### config.mk
export PLATFORM = sky130hd
export DESIGN_NAME = avcc_to_annexb_keyframe_gate_core
export DESIGN_NICKNAME = d
export VERILOG_FILES = /design/src/sv/akg_pkg.sv /design/src/sv/akg_front.sv /design/src/sv/akg_fifo.sv /design/src/sv/akg_back.sv /design/src/sv/avcc_to_annexb_keyframe_gate_core.sv
export SDC_FILE = /design/constraint.sdc
export NUM_CORES = 1
export LEC_CHECK = 0
export BUFFER_PORTS_ARGS = -buffer_cell sky130_fd_sc_hd__buf_2
export CORE_ASPECT_RATIO = 0.6
export CORE_MARGIN = 2
export CORE_UTILIZATION = 60
export DETAILED_ROUTE_END_ITERATION = 7
export PLACE_DENSITY_LB_ADDON = 0.15
export SYNTH_ARGS = -nofsm -noshare
export SYNTH_HDL_FRONTEND = slang
export SYNTH_SLANG_ARGS = --single-unit
### constraint.sdc
create_clock -name clk -period 3.7 [get_ports clk]
set_input_delay 0.74 -clock clk [delete_from_list [all_inputs] [get_ports clk]]
set_output_delay 0.74 -clock clk [all_outputs]
set_load 0.02 [all_outputs]
### src/sv/akg_pkg.sv
// Shared codes and types for the length-prefix to start-code keyframe gate.
// Used by the front end, the back end and the top level; no dependencies.
`default_nettype none

package akg_pkg;

  typedef logic [1:0] func_t;
  typedef logic [2:0] cmd_kind_t;

  // Input item functions
  localparam func_t FUNC_PKT    = 2'd0;
  localparam func_t FUNC_SPS    = 2'd1;
  localparam func_t FUNC_PPS    = 2'd2;
  localparam func_t FUNC_RESYNC = 2'd3;

  // Commands passed from the front end to the back end
  localparam int KIND_W = 3;
  localparam cmd_kind_t CMD_LOAD_SPS = 3'd0;
  localparam cmd_kind_t CMD_LOAD_PPS = 3'd1;
  localparam cmd_kind_t CMD_UNIT     = 3'd2;  // start code, then header byte
  localparam cmd_kind_t CMD_KEY      = 3'd3;  // SPS, PPS, start code, header byte
  localparam cmd_kind_t CMD_BYTE     = 3'd4;  // one body byte

  localparam logic [7:0] NAL_TYPE_MASK = 8'h1F;
  localparam logic [7:0] NAL_IDR       = 8'h05;
  localparam logic [7:0] START_BYTE    = 8'h01;
  localparam logic [2:0] PREFIX_BYTES  = 3'd4;

endpackage

`default_nettype wire

### src/sv/akg_front.sv
// Front end: accepts input beats, parses length prefixes and unit headers,
// tracks parameter set lengths and issues commands. Depends on akg_pkg.
`default_nettype none

module akg_front #(
  parameter int PS_BYTES = 28,
  parameter int CMD_W    = 3 + 8 + 2 * $clog2(PS_BYTES + 1)
) (
  input  wire logic              clk,
  input  wire logic              rst_n,
  input  wire logic              in_tvalid,
  output logic                   in_tready,
  input  wire logic [7:0]        in_tdata,   // in_byte
  input  wire logic [2:0]        in_tuser,   // func[1:0], first[2]
  input  wire logic              in_tlast,   // last
  input  wire logic              cfg_we,
  input  wire logic              cfg_wdata,  // h264_mode
  input  wire logic              q_full,
  output logic                   q_push,
  output logic [CMD_W-1:0]       q_data
);
  import akg_pkg::*;

  localparam int LEN_W = $clog2(PS_BYTES + 1);
  localparam logic [LEN_W-1:0] PS_LIMIT = LEN_W'(PS_BYTES);

  logic             mode_r, mode_nxt;
  logic             kf_r, kf_nxt;
  logic [LEN_W-1:0] sps_len_r, sps_len_nxt;
  logic [LEN_W-1:0] pps_len_r, pps_len_nxt;
  logic [2:0]       pc_r, pc_nxt;
  logic [31:0]      len_r, len_nxt;
  logic             pass_r, pass_nxt;

  func_t            func;
  logic             first_b;
  logic             acc;
  logic [31:0]      shifted;
  logic             rem_end;
  logic             is_idr;
  logic [LEN_W-1:0] ld_addr;
  logic             ld_ok;
  cmd_kind_t        cmd_kind;
  logic [2*LEN_W-1:0] cmd_arg;

  assign in_tready = !q_full;
  assign acc       = in_tvalid && in_tready;
  assign func      = in_tuser[1:0];
  assign first_b   = in_tuser[2];
  assign shifted   = {len_r[23:0], in_tdata};
  assign rem_end   = (len_r <= 32'd1);
  assign is_idr    = ((in_tdata & NAL_TYPE_MASK) == NAL_IDR);
  assign q_data    = {cmd_arg, in_tdata, cmd_kind};

  always_comb begin
    mode_nxt    = cfg_we ? cfg_wdata : mode_r;
    kf_nxt      = kf_r;
    sps_len_nxt = sps_len_r;
    pps_len_nxt = pps_len_r;
    pc_nxt      = pc_r;
    len_nxt     = len_r;
    pass_nxt    = pass_r;
    q_push      = 1'b0;
    cmd_kind    = CMD_BYTE;
    cmd_arg     = '0;
    ld_addr     = '0;
    ld_ok       = 1'b0;
    if (acc) begin
      unique case (func)
        FUNC_SPS: begin
          ld_addr = first_b ? '0 : sps_len_r;
          ld_ok   = first_b || (sps_len_r < PS_LIMIT);
          if (ld_ok) begin
            q_push      = 1'b1;
            cmd_kind    = CMD_LOAD_SPS;
            cmd_arg     = {{LEN_W{1'b0}}, ld_addr};
            sps_len_nxt = ld_addr + LEN_W'(1);
          end
        end
        FUNC_PPS: begin
          ld_addr = first_b ? '0 : pps_len_r;
          ld_ok   = first_b || (pps_len_r < PS_LIMIT);
          if (ld_ok) begin
            q_push      = 1'b1;
            cmd_kind    = CMD_LOAD_PPS;
            cmd_arg     = {{LEN_W{1'b0}}, ld_addr};
            pps_len_nxt = ld_addr + LEN_W'(1);
          end
        end
        FUNC_RESYNC: begin
          kf_nxt   = 1'b0;
          pc_nxt   = '0;
          len_nxt  = '0;
          pass_nxt = 1'b0;
        end
        FUNC_PKT: begin
          if (!mode_r) begin
            pc_nxt   = '0;
            len_nxt  = '0;
            pass_nxt = 1'b0;
          end else begin
            if (pc_r < PREFIX_BYTES) begin
              len_nxt = shifted;
              pc_nxt  = pc_r + 3'd1;
              // zero-length unit: skip straight to the next prefix
              if (pc_r == PREFIX_BYTES - 3'd1 && shifted == 32'd0) begin
                pc_nxt = '0;
              end
            end else begin
              if (pc_r == PREFIX_BYTES) begin
                pass_nxt = 1'b0;
                pc_nxt   = pc_r + 3'd1;
                if (is_idr && !kf_r) begin
                  if (sps_len_r != '0 && pps_len_r != '0) begin
                    kf_nxt   = 1'b1;
                    pass_nxt = 1'b1;
                    q_push   = 1'b1;
                    cmd_kind = CMD_KEY;
                    cmd_arg  = {pps_len_r, sps_len_r};
                  end
                end else if (kf_r) begin
                  pass_nxt = 1'b1;
                  q_push   = 1'b1;
                  cmd_kind = CMD_UNIT;
                end
              end else if (pass_r) begin
                q_push   = 1'b1;
                cmd_kind = CMD_BYTE;
              end
              len_nxt = len_r - 32'd1;
              if (rem_end) begin
                pc_nxt   = '0;
                len_nxt  = '0;
                pass_nxt = 1'b0;
              end
            end
            if (in_tlast) begin
              pc_nxt   = '0;
              len_nxt  = '0;
              pass_nxt = 1'b0;
            end
          end
        end
      endcase
    end
  end

  always_ff @(posedge clk) begin
    if (!rst_n) begin
      mode_r    <= 1'b1;
      kf_r      <= 1'b0;
      sps_len_r <= '0;
      pps_len_r <= '0;
      pc_r      <= '0;
      len_r     <= '0;
      pass_r    <= 1'b0;
    end else begin
      mode_r    <= mode_nxt;
      kf_r      <= kf_nxt;
      sps_len_r <= sps_len_nxt;
      pps_len_r <= pps_len_nxt;
      pc_r      <= pc_nxt;
      len_r     <= len_nxt;
      pass_r    <= pass_nxt;
    end
  end

endmodule

`default_nettype wire

### src/sv/akg_fifo.sv
// Small command queue between front end and back end, register based.
// Depth must be a power of two. No package dependency.
`default_nettype none

module akg_fifo #(
  parameter int WIDTH = 24,
  parameter int DEPTH = 4
) (
  input  wire logic             clk,
  input  wire logic             rst_n,
  input  wire logic             push,
  input  wire logic [WIDTH-1:0] wdata,
  output logic                  full,
  input  wire logic             pop,
  output logic [WIDTH-1:0]      rdata,
  output logic                  empty
);

  localparam int PTR_W = (DEPTH > 1) ? $clog2(DEPTH) : 1;
  localparam int CNT_W = $clog2(DEPTH + 1);

  logic [WIDTH-1:0] mem_r [DEPTH];
  logic [PTR_W-1:0] wr_ptr_r, wr_ptr_nxt;
  logic [PTR_W-1:0] rd_ptr_r, rd_ptr_nxt;
  logic [CNT_W-1:0] cnt_r, cnt_nxt;

  assign full  = (cnt_r == CNT_W'(DEPTH));
  assign empty = (cnt_r == '0);
  assign rdata = mem_r[rd_ptr_r];

  always_comb begin
    wr_ptr_nxt = push ? wr_ptr_r + PTR_W'(1) : wr_ptr_r;
    rd_ptr_nxt = pop  ? rd_ptr_r + PTR_W'(1) : rd_ptr_r;
    cnt_nxt    = cnt_r + CNT_W'(push) - CNT_W'(pop);
  end

  always_ff @(posedge clk) begin
    if (push) begin
      mem_r[wr_ptr_r] <= wdata;
    end
  end

  always_ff @(posedge clk) begin
    if (!rst_n) begin
      wr_ptr_r <= '0;
      rd_ptr_r <= '0;
      cnt_r    <= '0;
    end else begin
      wr_ptr_r <= wr_ptr_nxt;
      rd_ptr_r <= rd_ptr_nxt;
      cnt_r    <= cnt_nxt;
    end
  end

endmodule

`default_nettype wire

### src/sv/akg_back.sv
// Back end: holds the parameter set stores and plays commands out as
// output beats through a registered output stage. Depends on akg_pkg.
`default_nettype none

module akg_back #(
  parameter int PS_BYTES = 28,
  parameter int CMD_W    = 3 + 8 + 2 * $clog2(PS_BYTES + 1)
) (
  input  wire logic             clk,
  input  wire logic             rst_n,
  input  wire logic             q_empty,
  output logic                  q_pop,
  input  wire logic [CMD_W-1:0] q_data,
  output logic                  out_tvalid,
  input  wire logic             out_tready,
  output logic [7:0]            out_tdata,  // out_byte
  output logic                  out_tuser,  // nal_first
  output logic                  out_tlast   // run_last
);
  import akg_pkg::*;

  localparam int LEN_W = $clog2(PS_BYTES + 1);
  localparam int IDX_W = $clog2(PS_BYTES);

  localparam logic [2:0] PH_IDLE = 3'd0;
  localparam logic [2:0] PH_SPS  = 3'd1;
  localparam logic [2:0] PH_PPS  = 3'd2;
  localparam logic [2:0] PH_SC   = 3'd3;
  localparam logic [2:0] PH_BYTE = 3'd4;

  logic [7:0]       sps_mem_r [PS_BYTES];
  logic [7:0]       pps_mem_r [PS_BYTES];

  logic [2:0]       phase_r, phase_nxt;
  logic [LEN_W-1:0] idx_r, idx_nxt;
  logic [7:0]       hdr_r, hdr_nxt;
  logic [LEN_W-1:0] sps_len_r, sps_len_nxt;
  logic [LEN_W-1:0] pps_len_r, pps_len_nxt;

  logic             ov_r, ov_nxt;
  logic [7:0]       ob_r, ob_nxt;
  logic             of_r, of_nxt;
  logic             ol_r, ol_nxt;

  cmd_kind_t        c_kind;
  logic [7:0]       c_data;
  logic [2*LEN_W-1:0] c_arg;
  logic             advance;
  logic             emit;
  logic [7:0]       e_byte;
  logic             e_first;
  logic             e_last;
  logic             we_sps, we_pps;

  assign c_kind  = q_data[KIND_W-1:0];
  assign c_data  = q_data[KIND_W+7:KIND_W];
  assign c_arg   = q_data[CMD_W-1:KIND_W+8];
  assign advance = !ov_r || out_tready;

  assign out_tvalid = ov_r;
  assign out_tdata  = ob_r;
  assign out_tuser  = of_r;
  assign out_tlast  = ol_r;

  always_comb begin
    phase_nxt   = phase_r;
    idx_nxt     = idx_r;
    hdr_nxt     = hdr_r;
    sps_len_nxt = sps_len_r;
    pps_len_nxt = pps_len_r;
    q_pop       = 1'b0;
    emit        = 1'b0;
    e_byte      = hdr_r;
    e_first     = 1'b0;
    e_last      = 1'b0;
    we_sps      = 1'b0;
    we_pps      = 1'b0;
    if (advance) begin
      unique case (phase_r)
        PH_IDLE: begin
          if (!q_empty) begin
            q_pop = 1'b1;
            unique case (c_kind)
              CMD_LOAD_SPS: we_sps = 1'b1;
              CMD_LOAD_PPS: we_pps = 1'b1;
              CMD_KEY: begin
                phase_nxt   = PH_SPS;
                idx_nxt     = '0;
                hdr_nxt     = c_data;
                sps_len_nxt = c_arg[LEN_W-1:0];
                pps_len_nxt = c_arg[2*LEN_W-1:LEN_W];
              end
              CMD_UNIT: begin
                phase_nxt = PH_SC;
                idx_nxt   = '0;
                hdr_nxt   = c_data;
              end
              CMD_BYTE: begin
                emit   = 1'b1;
                e_byte = c_data;
                e_last = 1'b1;
              end
              default: ;
            endcase
          end
        end
        PH_SPS: begin
          emit    = 1'b1;
          e_byte  = sps_mem_r[idx_r[IDX_W-1:0]];
          e_first = (idx_r == '0);
          if (idx_r == sps_len_r - LEN_W'(1)) begin
            phase_nxt = PH_PPS;
            idx_nxt   = '0;
          end else begin
            idx_nxt = idx_r + LEN_W'(1);
          end
        end
        PH_PPS: begin
          emit    = 1'b1;
          e_byte  = pps_mem_r[idx_r[IDX_W-1:0]];
          e_first = (idx_r == '0);
          if (idx_r == pps_len_r - LEN_W'(1)) begin
            phase_nxt = PH_SC;
            idx_nxt   = '0;
          end else begin
            idx_nxt = idx_r + LEN_W'(1);
          end
        end
        PH_SC: begin
          emit    = 1'b1;
          e_first = (idx_r == '0);
          e_byte  = (idx_r == LEN_W'(3)) ? START_BYTE : 8'h00;
          if (idx_r == LEN_W'(3)) begin
            phase_nxt = PH_BYTE;
          end
          idx_nxt = idx_r + LEN_W'(1);
        end
        PH_BYTE: begin
          emit      = 1'b1;
          e_byte    = hdr_r;
          e_last    = 1'b1;
          phase_nxt = PH_IDLE;
        end
        default: phase_nxt = PH_IDLE;
      endcase
    end
  end

  // Output stage: load a fresh beat whenever the held one is gone
  always_comb begin
    ov_nxt = ov_r;
    ob_nxt = ob_r;
    of_nxt = of_r;
    ol_nxt = ol_r;
    if (advance) begin
      ov_nxt = emit;
      ob_nxt = e_byte;
      of_nxt = e_first;
      ol_nxt = e_last;
    end
  end

  always_ff @(posedge clk) begin
    if (we_sps) begin
      sps_mem_r[c_arg[IDX_W-1:0]] <= c_data;
    end
    if (we_pps) begin
      pps_mem_r[c_arg[IDX_W-1:0]] <= c_data;
    end
  end

  always_ff @(posedge clk) begin
    idx_r     <= idx_nxt;
    hdr_r     <= hdr_nxt;
    sps_len_r <= sps_len_nxt;
    pps_len_r <= pps_len_nxt;
    ob_r      <= ob_nxt;
    of_r      <= of_nxt;
    ol_r      <= ol_nxt;
  end

  always_ff @(posedge clk) begin
    if (!rst_n) begin
      phase_r <= PH_IDLE;
      ov_r    <= 1'b0;
    end else begin
      phase_r <= phase_nxt;
      ov_r    <= ov_nxt;
    end
  end

endmodule

`default_nettype wire

### src/sv/avcc_to_annexb_keyframe_gate_core.sv
// Top level of the length-prefix to start-code converter with keyframe gate.
// Instantiates akg_front, akg_fifo and akg_back; depends on akg_pkg.
//
// Converts H.264 packets, one byte per beat, from 4-byte length-prefixed
// units to 00 00 00 01 start-code units; nothing passes until the first IDR
// header arrives with both parameter sets loaded, at which point the stored
// SPS and PPS are sent ahead of it. The front end takes one input beat per
// cycle, bounded by its single-cycle 32-bit length count-down, whenever the
// command queue (QUEUE_DEPTH entries) has room. The back end sends at most one
// output beat per cycle while out_tready allows: a body byte is staged as its
// command is taken; a unit header takes the command, then sends the start code
// and header; a keyframe header sends the stored SPS and PPS first, while the
// front end runs on until the queue fills. Each load writes its store as the
// back end takes it. Loads and resyncs give no output; stores need no reset.
`default_nettype none

module avcc_to_annexb_keyframe_gate_core #(
  parameter int PS_BYTES    = 28,
  parameter int QUEUE_DEPTH = 4
) (
  input  wire logic       clk,
  input  wire logic       rst_n,
  input  wire logic       in_tvalid,
  output logic            in_tready,
  input  wire logic [7:0] in_tdata,   // in_byte
  input  wire logic [2:0] in_tuser,   // func[1:0], first[2]
  input  wire logic       in_tlast,   // last
  output logic            out_tvalid,
  input  wire logic       out_tready,
  output logic [7:0]      out_tdata,  // out_byte
  output logic            out_tuser,  // nal_first
  output logic            out_tlast,  // run_last
  input  wire logic       cfg_we,
  input  wire logic       cfg_wdata   // h264_mode
);
  import akg_pkg::*;

  localparam int LEN_W = $clog2(PS_BYTES + 1);
  localparam int CMD_W = KIND_W + 8 + 2 * LEN_W;

  logic             q_full, q_empty, q_push, q_pop;
  logic [CMD_W-1:0] q_wdata, q_rdata;

  akg_front #(
    .PS_BYTES (PS_BYTES),
    .CMD_W    (CMD_W)
  ) u_front (
    .clk       (clk),
    .rst_n     (rst_n),
    .in_tvalid (in_tvalid),
    .in_tready (in_tready),
    .in_tdata  (in_tdata),
    .in_tuser  (in_tuser),
    .in_tlast  (in_tlast),
    .cfg_we    (cfg_we),
    .cfg_wdata (cfg_wdata),
    .q_full    (q_full),
    .q_push    (q_push),
    .q_data    (q_wdata)
  );

  akg_fifo #(
    .WIDTH (CMD_W),
    .DEPTH (QUEUE_DEPTH)
  ) u_fifo (
    .clk   (clk),
    .rst_n (rst_n),
    .push  (q_push),
    .wdata (q_wdata),
    .full  (q_full),
    .pop   (q_pop),
    .rdata (q_rdata),
    .empty (q_empty)
  );

  akg_back #(
    .PS_BYTES (PS_BYTES),
    .CMD_W    (CMD_W)
  ) u_back (
    .clk        (clk),
    .rst_n      (rst_n),
    .q_empty    (q_empty),
    .q_pop      (q_pop),
    .q_data     (q_rdata),
    .out_tvalid (out_tvalid),
    .out_tready (out_tready),
    .out_tdata  (out_tdata),
    .out_tuser  (out_tuser),
    .out_tlast  (out_tlast)
  );

endmodule

`default_nettype wire

Yosys cells after proc, flatten, opt, wreduce, memory -nomap -nowiden:

Memories as Yosys holds them, arrays and structs flattened. A register that Yosys moved wholly into a read port is not among the register bits.
Index checks and enable logic that the tools add are counted.

* RAM bits: 532
* bits in registers: 92
* logic and storage cells: 199
* memories: 3

* order comparisons: 4
* reduce and logical (&&, ||, !) cells: 33
* muxes and demuxes: 96
* add/subtract/negate cells: 11
* equal/unequal tests: 32
* bitwise operators: 1

Memory list
* u_back.pps_mem_r: depth 28, bits a word 8, read ports 1, clocked after memory_dff 1, write ports 1, line akg_back.sv:32 `logic [7:0] pps_mem_r [PS_BYTES];`
* u_back.sps_mem_r: depth 28, bits a word 8, read ports 1, clocked after memory_dff 1, write ports 1, line akg_back.sv:31 `logic [7:0] sps_mem_r [PS_BYTES];`
* u_fifo.mem_r: depth 4, bits a word 21, read ports 1, clocked after memory_dff 1, write ports 1, line akg_fifo.sv:22 `logic [WIDTH-1:0] mem_r [DEPTH];`

Operators with widths (count)
* 32-bit two-way mux: 4
* 32-bit one-hot mux with 2 select lines: 1
* 10-bit two-way mux: 6
* 3-bit two-way mux: 19
* 5-bit two-way mux: 10
* 1-bit two-way mux: 40
* 32-bit by 1-bit less-or-equal comparator with 1-bit output (second input constant): 1
* 32-bit logical NOT: 1
* 8-bit one-hot mux with 4 select lines: 1
* 32-bit by 1-bit subtractor with 32-bit output (second input constant): 1
* 10-bit one-hot mux with 3 select lines: 1
* 5-bit one-hot mux with 4 select lines: 1
* 8-bit two-way mux: 2
* 4-bit AND reduction: 4
* 5-bit by 1-bit adder with 5-bit output (second input constant): 3
* 3-bit by 2-bit equality test with 1-bit output (second input constant): 5
* 2-bit by 1-bit != test with 1-bit output (second input constant): 7
* 3-bit equality test (second input constant): 4
* 3-bit one-hot mux with 2 select lines: 2
* 3-bit one-hot mux with 4 select lines: 1
* 5-bit equality test: 2
* 5-bit less-than comparator (second input constant): 2
* 5-bit nonzero test: 2
* 5-bit by 1-bit subtractor with 5-bit output (second input constant): 2
* 35 further kinds: 55

Longest topological paths before layout:

* depth after elaboration: 11
* gate-level depth with buffers: 15

By module:

A second synthesis with hierarchy kept.

* cell total of the unflattened synthesis: 1565
* area, all modules: 26391.6 sq um

Modules (own cells, without submodules)
* akg_back: instances 1, sequential area each 14624.0 sq um, area an instance 19643.8 sq um, cells each 997
* akg_fifo: instances 1, sequential area each 2702.6 sq um, area an instance 3474.6 sq um, cells each 152
* akg_front: instances 1, sequential area each 960.9 sq um, area an instance 3273.1 sq um, cells each 416

Worst setup path before layout:

OpenSTA, ideal clock, no wires.

* kind: reg-to-reg
* from: reg u_fifo.cnt_r[1]
* to: reg u_fifo.cnt_r[2]
* path slack: 418 ps
* arrival: 3154 ps
* library setup time: 128 ps
* cell stages (with the launch flop): 16
* cells stage by stage: dfxtp_1 -> or3b_2 -> clkbuf_1 -> nand2_1 -> or2_2 -> clkbuf_1 -> a31oi_1 -> inv_1 -> ha_1 -> inv_1 -> ha_1 -> inv_1 -> fa_1 -> xor2_1 -> xnor2_1 -> nor2_1

* cells in the longest elaborated chain, start to end: 6
* elaborated cells between the ends (all ways): 10
* classes of those cells: add/sub (2); eq/ne (1); mux (4); reduce/logical (3)

Ends and longest elaborated chain
* from (decl): line akg_fifo.sv:25 `logic [CNT_W-1:0] cnt_r, cnt_nxt;`
* from (signal assigned): line akg_fifo.sv:51 `cnt_r <= cnt_nxt;`
* 3-bit equality test: line akg_fifo.sv:27 `assign full = (cnt_r == CNT_W'(DEPTH));`
* 1-bit logical NOT: line akg_front.sv:46 `assign in_tready = !q_full;`
* via in_tready: line avcc_to_annexb_keyframe_gate_core.sv:24 `output logic in_tready,`
* 1-bit logical AND: line akg_front.sv:47 `assign acc = in_tvalid && in_tready;`
* 1-bit two-way mux: line akg_front.sv:68 `if (acc) begin`
* 3-bit by 1-bit adder with 3-bit output: line akg_fifo.sv:34 `cnt_nxt = cnt_r + CNT_W'(push) - CNT_W'(pop);`
* 3-bit by 1-bit subtractor with 3-bit output: line akg_fifo.sv:34

The timed path passes the listed nets, and every way through them passes these cells.
A chain may end at the register's enable or synchronous reset.

Worst setup path after layout:

* from: reg u_front.pps_len_r[0]
* to: reg u_fifo.cnt_r[2]

* cells in the longest elaborated chain, start to end: 11
* elaborated cells between the ends (all ways): 14
* classes of those cells: add/sub (2); order compare (1); mux (8); reduce/logical (3)

Ends and longest elaborated chain
* from (decl): line akg_front.sv:30 `logic [LEN_W-1:0] pps_len_r, pps_len_nxt;`
* from (signal assigned): line akg_front.sv:161 `pps_len_r <= pps_len_nxt;`
* 5-bit nonzero test: line akg_front.sv:114 `if (sps_len_r != '0 && pps_len_r != '0) begin`
* 1-bit logical AND: line akg_front.sv:114
* 1-bit two-way mux: line akg_front.sv:114
* 1-bit two-way mux: line akg_front.sv:113 `if (is_idr && !kf_r) begin`
* 1-bit two-way mux: line akg_front.sv:110 `if (pc_r == PREFIX_BYTES) begin`
* 1-bit two-way mux: line akg_front.sv:102 `if (pc_r < PREFIX_BYTES) begin`
* 1-bit two-way mux: line akg_front.sv:97 `if (!mode_r) begin`
* 1-bit one-hot mux with 3 select lines (*): line akg_front.sv:69 `unique case (func)`
* 1-bit two-way mux (*): line akg_front.sv:68
* 3-bit by 1-bit adder with 3-bit output (*): line akg_fifo.sv:34
* 3-bit by 1-bit subtractor with 3-bit output (*): line akg_fifo.sv:34

Every way passes the cells marked *; elsewhere a longest branch is shown, timed or not.

==> results.sh <==
export IMPL_synthCells=1531
export IMPL_rr_endpoint="u_fifo.cnt_r[2]"
export IMPL_seq_area_sq_um=18300
export IMPL_synth_ff_type="edfxtp_1"
export IMPL_leakagePower_nw=9.64
export IMPL_clk_pin_slew_ps=70
export IMPL_syn_avg_cell_area_sq_um=17.0
export IMPL_p_switching_mw=6.44
export IMPL_fin_skew_ps=12.3
export IMPL_cts_resized=0
export IMPL_tns_ps=0
export IMPL_holdPathStages=3
export IMPL_ys_ff_latch=631
export IMPL_globalRouteTotalUtil=0.280
export IMPL_cts_tree="built"
export IMPL_switching_share=0.311
export IMPL_floorplan_initialDensity=0.605
export IMPL_synth_edf_count=565
export IMPL_grt_pass1_vias=14304
export IMPL_clkPwrFrac=0.276
export IMPL_io_pins=30
export IMPL_grt_pass1_wl_mm=92.0
export IMPL_synth_cell_type_count=80
export IMPL_p_comb_frac=0.278
export IMPL_cp_startpoint="u_front.pps_len_r[0]"
export IMPL_synth_most_common_cell="edfxtp_1"
export IMPL_drive_gt1_frac=0.228
export IMPL_fill_cells=2843
export IMPL_finalWeightedCongestion=0.935
export IMPL_power_frac_seq=0.445
export IMPL_synth_common_cells="565 x edfxtp_1, 136 x mux4_2, 123 x nor2_1"
export IMPL_critical_path_arrival_ps=3630
export IMPL_total_power_mw=20.7
export IMPL_slew_viol_final=0
export IMPL_post_drt_wl_per_cell_microns=26.8
export IMPL_antennaDiodeCount=0
export IMPL_grt_max_degree=58
export IMPL_crit_fanout=7
export IMPL_fin_crit_ps=3160
export IMPL_die_h_microns=165
export IMPL_yosysSeqAreaShare=0.703
export IMPL_hold_buffers=0
export IMPL_yosys_top_cells_area="edfxtp_1 65%, mux4_2 12%, dfxtp_1 5.1%"
export IMPL_finalHoldViolations=0
export IMPL_cts_inserted_buffers=55
export IMPL_status="complete, no violations"
export IMPL_reg2reg_from="u_front.pps_len_r[0]"
export IMPL_min_delay_start="cfg_wdata"
export IMPL_internal_power_mw=14.3
export IMPL_whs_ps=379
export IMPL_reg2regPathDepth=14
export IMPL_syn2layout_area_growth_pct=12.5
export IMPL_max_cap_violations=0
export IMPL_yosysWarnings=0
export IMPL_antenna_left=0
export IMPL_dieArea_sq_um=45100
export IMPL_tightestPinTransition_ps=834
export IMPL_wl_mm=61.2
export IMPL_grt_antenna_before_repair=2
export IMPL_period_share=0.855
export IMPL_synth_async_reset_ratio=0
export IMPL_cts_buffer_depth=3
export IMPL_vias=14938
export IMPL_multi_input_comb_area_sq_um=7310
export IMPL_syn_nets=1573
export IMPL_hold_class="primary input to register"
export IMPL_r2r_slack_ps=540
export IMPL_die_w_microns=273
export IMPL_dr_pass1_iters=7
export IMPL_core_area_sq_um=43000
export IMPL_drc=0
export IMPL_ir_drop_mv=0.497
export IMPL_syn_area_sq_um=26000
export IMPL_hpwlAfterDp_mm=40.1
export IMPL_insertion_delay_ps=590
export IMPL_p_per_area_nw_per_um2=707
export IMPL_port_buffers=29
export IMPL_rsz0062_at_grt="false"
export IMPL_end_kind="register"
export IMPL_synth_top_cell_by_area="edfxtp_1"
export IMPL_drtIter0Drc=1963
export IMPL_max_freq_mhz=316
export IMPL_cp_required_ps=4160
export IMPL_htree_num_levels=2
export IMPL_slew_headroom=0.443
export IMPL_row_count=59
export IMPL_cts_root_buf="clkbuf_16"
export IMPL_post_cts_setup_buffer_count=0
export IMPL_overflow=0
export IMPL_setup_viol=0
export IMPL_synth_top_cell_area_share=0.652
export IMPL_worst_setup_path_start_kind="register"
export IMPL_fin_nets=1700
export IMPL_routed_via_density=6.55
export IMPL_clock_sinks=631
export IMPL_worstHoldEndpoint="u_front.mode_r"
export IMPL_criticalPathCategory="register to register"
## worst max-delay path: stages, from the launching register on
cell,delay (ps)
dfxtp_1,370
or4_1,620
o22a_1,270
a21oi_1,190
a21o_1,160
a31oi_1,120
inv_1,80
ha_1,230
inv_1,60
ha_1,130
inv_1,50
fa_1,390
xor2_1,170
xnor2_1,140
nor2_1,50
## stage by stage
step	cell area (sq um)	instances	setup slack (ps)	utilization
floorplan	26000	1531	418	-
global placement	27500	2180	292	0.639
detailed placement	27500	2180	263	0.639
CTS	29300	2282	590	0.680
global route	29300	2282	393	0.680
finish	29300	2282	537	0.680
## logic make-up (layout without fill, tap and decap cells)
family | after synthesis | count (layout) | share of synthesized area
AO/OA/AOI/OAI | 194 | 194 | 0.0507
XOR/XNOR | 28 | 28 | 0.00942
buffers and inverters | 101 | 273 | 0.0167
AND/OR/NAND/NOR | 367 | 367 | 0.0714
multiplexers | 186 | 186 | 0.137
flip-flops | 631 | 631 | 0.703
adder cells (fa/ha/maj) | 24 | 24 | 0.0118
## registers in the layout, indices dropped and copies added (netlist names), 8 cells and up, named ones only
name and count:
u_back.pps_mem_r 224, u_back.sps_mem_r 224, u_fifo.mem_r 84, u_front.len_r 32
u_back.hdr_r 8, u_back.out_tdata 8
## cells in the final DEF, fill, tap and decap left out, types with 31 or more instances in the layout
| master | n |
|---|---|
| a22oi_1 | 31 |
| buf_4 | 108 |
| clkbuf_16 | 57 |
| dfxtp_1 | 62 |
| edfxtp_1 | 565 |
| mux2i_1 | 42 |
| mux4_2 | 136 |
| nand2_1 | 76 |
| nor2_1 | 123 |
| o21ai_0 | 36 |
## power groups by stage
stage          Sequential (mW)  Combinational (mW)  Clock, mW
2_1_floorplan             9.04                3.88          0
3_3_place_gp              9.35                5.57          0
3_5_place_dp              9.36                5.68          0
4_1_cts                   9.22                5.72       5.81
5_1_grt                   9.26                6.16       6.08
6_report                  9.22                5.76       5.72
## routing by layer
layer  up-vias  global-route usage  part of all wire
met5         -                   0           0.00016
met3        88              0.0742              0.12
met1      7596               0.456              0.45
met4         2              0.0482             0.015
met2       852               0.382              0.42
li1       6400                   -                 -
## how the worst max path moves through the flow
stage	cells past startpoint	slack (ps)	to
2_1_floorplan	15	420	u_fifo.cnt_r[2]
3_3_place_gp	16	290	u_fifo.cnt_r[2]
3_5_place_dp	16	260	u_fifo.cnt_r[2]
4_1_cts	14	590	u_fifo.cnt_r[2]
5_1_grt	14	390	u_fifo.cnt_r[2]
6_report	14	540	u_fifo.cnt_r[2]
## cell type report
| class | count | share of cell area |
|---|---|---|
| Timing Repair Buffer | 142 | 0.0361 |
| Tap cell | 579 | 0.0247 |
| Clock buffer | 75 | 0.0520 |
| Clock inverter | 27 | 0.00893 |
| Sequential cell | 631 | 0.625 |
| Multi-Input combinational cell | 799 | 0.250 |
| Inverter | 29 | 0.00372 |
Power figures use the tool's default switching activity.
